--- src/rtl/core/cubic_bezier_curvature_macros.svh ---
// ----------------------------------------------------------------------------
// cubic_bezier_curvature_macros.svh
// Assertion shorthands for the Bezier curvature block.
// ----------------------------------------------------------------------------
`ifndef CUBIC_BEZIER_CURVATURE_MACROS_SVH
`define CUBIC_BEZIER_CURVATURE_MACROS_SVH

// Same-cycle implication, disabled during reset.
`define CBC_ASSERT_NOW(label, clk, rst_n, ante, cons, msg) \
    label: assert property (@(posedge clk) disable iff (!rst_n) (ante) |-> (cons)) \
        else $error(msg);

// Next-cycle implication, disabled during reset.
`define CBC_ASSERT_NEXT(label, clk, rst_n, ante, cons, msg) \
    label: assert property (@(posedge clk) disable iff (!rst_n) (ante) |=> (cons)) \
        else $error(msg);

`endif

--- src/rtl/core/cbc_sqrt.sv ---
// ----------------------------------------------------------------------------
// cbc_sqrt
// Pipelined floor square root, one root bit per stage, with sideband.
// ----------------------------------------------------------------------------
`default_nettype none

module cbc_sqrt #(
    parameter int ROOT_W = 32,
    parameter int SIDE_W = 1
) (
    input  wire logic                  i_clk,
    input  wire logic                  i_rst_n,
    input  wire logic                  i_en,
    input  wire logic                  i_valid,
    input  wire logic [2*ROOT_W-1:0]   i_rad,
    input  wire logic [SIDE_W-1:0]     i_side,
    output logic                       o_valid,
    output logic [ROOT_W-1:0]          o_root,
    output logic [SIDE_W-1:0]          o_side
);

    localparam int RW = 2 * ROOT_W + 2;

    logic [ROOT_W-1:0] r_vld;
    logic [RW-1:0]     r_rem  [ROOT_W];
    logic [ROOT_W-1:0] r_root [ROOT_W];
    logic [SIDE_W-1:0] r_side [ROOT_W];

    for (genvar k = 0; k < ROOT_W; k++) begin : g_stg
        localparam int B = ROOT_W - 1 - k;
        logic [RW-1:0]     w_rem;
        logic [ROOT_W-1:0] w_root;
        logic [SIDE_W-1:0] w_side;
        logic [RW-1:0]     n_test;

        if (k == 0) begin : g_first
            assign w_rem  = RW'(i_rad);
            assign w_root = '0;
            assign w_side = i_side;
        end else begin : g_next
            assign w_rem  = r_rem[k-1];
            assign w_root = r_root[k-1];
            assign w_side = r_side[k-1];
        end

        // (r + 2^B)^2 - r^2, lower root bits are still zero
        assign n_test = (RW'(w_root) << (B + 1)) | (RW'(1) << (2 * B));

        always_ff @(posedge i_clk) begin
            if (i_en) begin
                r_side[k] <= w_side;
                if (w_rem >= n_test) begin
                    r_rem[k]  <= w_rem - n_test;
                    r_root[k] <= w_root | (ROOT_W'(1) << B);
                end else begin
                    r_rem[k]  <= w_rem;
                    r_root[k] <= w_root;
                end
            end
        end
    end

    always_ff @(posedge i_clk) begin
        if (!i_rst_n) begin
            r_vld <= '0;
        end else if (i_en) begin
            r_vld <= {r_vld[ROOT_W-2:0], i_valid};
        end
    end

    assign o_valid = r_vld[ROOT_W-1];
    assign o_root  = r_root[ROOT_W-1];
    assign o_side  = r_side[ROOT_W-1];

endmodule

`default_nettype wire

--- config.mk ---
export PLATFORM = sky130hd
export DESIGN_NAME = cbc_sqrt
export DESIGN_NICKNAME = d
export VERILOG_FILES = /design/src/rtl/core/cubic_bezier_curvature_macros.svh /design/src/rtl/core/cbc_sqrt.sv
export SDC_FILE = /design/constraint.sdc
export NUM_CORES = 2
export LEC_CHECK = 0
export BUFFER_PORTS_ARGS = -buffer_cell sky130_fd_sc_hd__clkbuf_2
export CAP_MARGIN = 20
export CORE_MARGIN = 2
export CORE_UTILIZATION = 45
export CTS_CLUSTER_SIZE = 40
export DETAILED_ROUTE_END_ITERATION = 6
export PLACE_DENSITY = 0.67
export SETUP_SLACK_MARGIN = 0.4
export SLEW_MARGIN = 20
export SYNTH_ARGS = -nofsm -noshare
export SYNTH_HDL_FRONTEND = slang
export SYNTH_SLANG_ARGS = --single-unit
--- constraint.sdc ---
create_clock -name i_clk -period 14.8 [get_ports i_clk]
set_clock_uncertainty 0.2 [all_clocks]
set_input_delay 2.22 -clock i_clk [delete_from_list [all_inputs] [get_ports i_clk]]
set_output_delay 2.22 -clock i_clk [all_outputs]
set_load 0.05 [all_outputs]
## Word-level counts from Yosys, hierarchy flattened

Memory sizes are Yosys's and may differ from the RTL's.
Index checks and enable logic that the tools add are counted.

| word-level totals | value |
|---|---|
| register bits after elaboration | 32 |
| memory bits (writable) | 3,168 |
| output and inout port bits | 34 |
| memories | 3 |

Memories:

| name | words | bits a word | rd ports | clocked after memory_dff | wr ports | line | source |
|---|---|---|---|---|---|---|---|
| r_rem | 32 | 66 | 31 | 0 | 32 | cbc_sqrt.sv:25 | `logic [RW-1:0] r_rem [ROOT_W];` |
| r_root | 32 | 32 | 32 | 0 | 32 | cbc_sqrt.sv:26 | `logic [ROOT_W-1:0] r_root [ROOT_W];` |
| r_side | 32 | 1 | 32 | 0 | 32 | cbc_sqrt.sv:27 | `logic [SIDE_W-1:0] r_side [ROOT_W];` |

| cells by class | value |
|---|---|
| add/subtract/negate cells | 32 |
| order comparisons | 32 |
| mux-type cells | 258 |
| bitwise operators | 64 |

Operators by type and width:

| operator | number |
|---|---|
| 66-bit two-way mux | 32 |
| 32-bit two-way mux | 32 |
| 1-bit two-way mux | 194 |
| 66-bit by 33-bit >= comparator with 1-bit output | 1 |
| 66-bit by 34-bit >= comparator with 1-bit output | 1 |
| 66-bit by 35-bit >= comparator with 1-bit output | 1 |
| 66-bit by 36-bit >= comparator with 1-bit output | 1 |
| 66-bit by 37-bit >= comparator with 1-bit output | 1 |
| 66-bit by 38-bit >= comparator with 1-bit output | 1 |
| 66-bit by 39-bit >= comparator with 1-bit output | 1 |
| 66-bit by 40-bit >= comparator with 1-bit output | 1 |
| 66-bit by 41-bit >= comparator with 1-bit output | 1 |
| 66-bit by 42-bit >= comparator with 1-bit output | 1 |
| 66-bit by 43-bit >= comparator with 1-bit output | 1 |
| 66-bit by 44-bit >= comparator with 1-bit output | 1 |
| 66-bit by 45-bit >= comparator with 1-bit output | 1 |
| 66-bit by 46-bit >= comparator with 1-bit output | 1 |
| 66-bit by 47-bit >= comparator with 1-bit output | 1 |
| 66-bit by 48-bit >= comparator with 1-bit output | 1 |
| 66-bit by 49-bit >= comparator with 1-bit output | 1 |
| 66-bit by 50-bit >= comparator with 1-bit output | 1 |
| 66-bit by 51-bit >= comparator with 1-bit output | 1 |
| 66-bit by 52-bit >= comparator with 1-bit output | 1 |
| 66-bit by 53-bit >= comparator with 1-bit output | 1 |
| 44 further kinds | 107 |

## Depth between registers and ports, before layout

An unclocked memory read counts as a cell.

| logic depth | value |
|---|---|
| depth after elaboration | 6 |
| gate-level depth with buffers | 14 |

## Worst setup path after synthesis

OpenSTA, ideal clock, no wires.

| path | value |
|---|---|
| path type | input port to flip-flop |
| from | in i_en |
| to | mem r_rem[1][924] (netlist name), enable pin |
| arrival | 5.691 ns |
| required time | 14.110 ns |
| path slack | 8.419 ns |
| cell stages on the path | 4 |
| buffers on the path | 4 |
| cells stage by stage | clkbuf_1 clkbuf_1 clkbuf_1 clkbuf_1 |

RTL lines:

| item | line | source |
|---|---|---|
| from (decl) | cbc_sqrt.sv:13 | `input wire logic i_en,` |
| to (decl) | cbc_sqrt.sv:25 |  |

==> metrics <==
MaxCap Viol Count=0; ANT nets after route=0; Post-synth EDFFs=roughly 2,600; register area share after synthesis=a little over three fifths; core box area=between 200,000 and 300,000 µm²; final setup vio count=0; Hold Vio Cnt, Final=0; Total Power=21.4 mW; CP arrival=~6.7 ns; initial antenna violation count=13; Final #Nets=about 11,000; Global Route Usage Sum=21.9%; VDD IR-drop max=roughly 120 µV; setup bufs post-CTS=0; Async S/R FF share, synth=0%; Period minus WS final=around 6.4 ns; routed vias/inst=5.68; met3 Track Usage GR=3.03%; final period utilization=43.2%; Root Buffer Master=clkbuf_16; synthesized cell area=about 130,000 µm²; Die X=533 µm; GRT overflow=0; # fillers=roughly 24,000; unrepaired setup endpoints after global routing=false; Slew headroom=between 20% and 30%; Clk pwr share=about 32%; Top FF cell, synth=edfxtp_1; Syn Nets=around 11,000; Switching Power=approximately 6.3 mW; GR Util met1=30.3%; power share of the sequential group=approximately 48%; CTS tree=built; cts repair resizes=0; Initial Utilization=about 45%; Clock Latency Late Sink=about 0.89 ns; Critical Path Sink Type=flip-flop; Critical Path Source Type=primary input; pin count of the biggest net entering global routing=210; GRT busiest layer=met2; Detail Placement HPWL=around 240 mm; most frequent cells in the layout=2,605 x edfxtp_1, 829 x nand2_1, 693 x inv_1; TNS Setup=0 ns; YS warnings=0; Max Transition Viols Final=0; Finished Core Util=50.2%; outcome=finished, final reports clean; router iterations before antenna repair=6; FF/Latch Area=78,900 µm²; vias in the first global route=between 70,000 and 80,000; I/O pin total=a little over 100; area of the multi-input gates=~44,000 µm²; flops & latches, synth=2,637; Worst Path Max Fanout=172; cell count after synthesis=~10,000; DR WL/cell=~22 µm; slew of the pin with the lowest slew margin=about 1.1 ns; pwr/cell area=around 150 nW/µm²; site row count=approximately 190; Finished Cell Area=between 100,000 and 150,000 µm²; R2R Setup Slk=around 9.4 ns; GPL Wtd Cong=roughly 0.97; max frequency=0.156 GHz; net switching share of the total power=between 20% and 30%; fraction of layout instances using a drive strength above 1=between 6 and 7%; first-pass GRT wire length=482 mm; CTS buffer count=approximately 290; DIE HEIGHT=533 µm; combinational share of power=between 10% and 20%; leak pwr=between 50 and 60 nW; Max clock buf depth=4; DIE AREA=between 200,000 and 300,000 µm²; Req. time, crit path=15.11 ns; CTS sink count=between 2,000 and 3,000; most common cell after layout, fill and taps aside=edfxtp_1; initial DRC count=8,073; worst hold path type=reg2reg; Reg clk slew, reported paths=about 0.06 ns; P_int=15.1 mW; Yosys cell types=90; Layout area overhead=11.1%; Hold-fix buffers, CTS=0; Mean Syn Cell Area=approximately 12 µm²; Routed WL=between 300 and 400 mm; IO Port Bufs=a little over 100; CP Class=in2reg; post-place instance area=around 130,000 µm²; met2 usage=approximately 36%; CTS H-tree lvls=5; DR vias=a little over 80,000; DRC=0
[stage by stage]
step | setup slack (ns) | hold WS, ns | cells
finish | 8.41 | 0.212 | 14256
global placement | 7.81 | 0.205 | 13757
global route | 8.16 | 0.226 | 14256
detailed placement | 7.70 | 0.205 | 13758
floorplan | 8.42 | 0.200 | 10104
CTS | 8.59 | 0.217 | 14254
[cells by family (layout without fill, tap and decap cells)]
kind of cell / count (synthesis) / after routing / share of synthesized area [%]
muxes: 95 / 95 / 0.804
AOI/OAI and AO/OA: 1857 / 1857 / 9.12
adders and majority gates: 558 / 558 / 5.54
and+or+nand+nor: 3090 / 3090 / 12.7
buffers and inverters: 926 / 1353 / 2.78
DFF: 2637 / 2637 / 62.6
xor gates and xnor gates: 941 / 941 / 6.54
other: 0 / 1 / 0
[power groups by stage]
stage               registers [mW]  clock network (mW)  logic, mW
finish                        10.2                6.91       4.24
floorplan                     9.96                   0       3.14
global placement              10.4                   0       4.09
global route                  10.3                7.33       4.71
detailed placement            10.4                   0       4.17
CTS                           10.2                7.05       4.19
[critical path, cell delays in order]
cell and delay, ns:
buf_12 0.28, buf_12 0.65, buf_12 0.46, buf_12 0.63
nand4_1 0.16, a21oi_1 0.18, o311ai_0 0.23, a311oi_4 0.32
buf_4 0.46, nand2b_1 0.22, a211o_1 0.13, a2111oi_0 0.07
xor2_1 0.19
[state kept, by name, indices dropped and copies added, names as in the netlist]
signal  cells
r_side     32
r_root    528
r_vld      32
r_rem    2045
[cells in the mapped netlist, types with 113 or more instances]
| cell | instances | area [µm²] |
|---|---|---|
| xnor2_1 | 438 | 3840 |
| nor4_1 | 390 | 2440 |
| nor3_1 | 300 | 1500 |
| inv_1 | 693 | 2600 |
| nand2b_1 | 113 | 707 |
| edfxtp_1 | 2605 | 78200 |
| nand4_1 | 166 | 1040 |
| xor2_1 | 503 | 4410 |
| clkbuf_1 | 212 | 796 |
| ha_1 | 558 | 6980 |
| o21ai_0 | 594 | 2970 |
| nor2b_1 | 118 | 738 |
| a21oi_1 | 492 | 2460 |
| a21o_1 | 229 | 1720 |
| nand3_1 | 145 | 726 |
| nand2_1 | 829 | 3110 |
| nor2_1 | 519 | 1950 |
[path summary, 6_finish.rpt]
| kind | cells past startpoint | endpoint | startpoint |
|---|---|---|---|
| hold / removal | 0 | r_side[0][12] | r_side[0][11] |
| setup / recovery | 13 | r_rem[1][647] | i_en |
| setup reg to reg | 11 | r_rem[1][781] | r_rem[1][712] |
| hold reg to reg | 0 | r_side[0][12] | r_side[0][11] |
[area by class of cell]
cell class / instances / area share [%]
Clock inverter: 145 / 1.03
Tap cell: 3724 / 3.33
Antenna cell: 1 / 0.00179
Sequential cell: 2637 / 56.3
Inverter: 693 / 1.86
Timing Repair Buffer: 164 / 0.791
Clock buffer: 351 / 5.36
Multi-Input combinational cell: 6541 / 31.3
[per-layer routing]
layer	part of all wire, %	vias to the layer above
met5	0.013	-
met2	47	2652
li1	-	38260
met4	3.2	6
met3	6.1	568
met1	44	39523
Note: power is estimated with default switching activity, not from simulation.
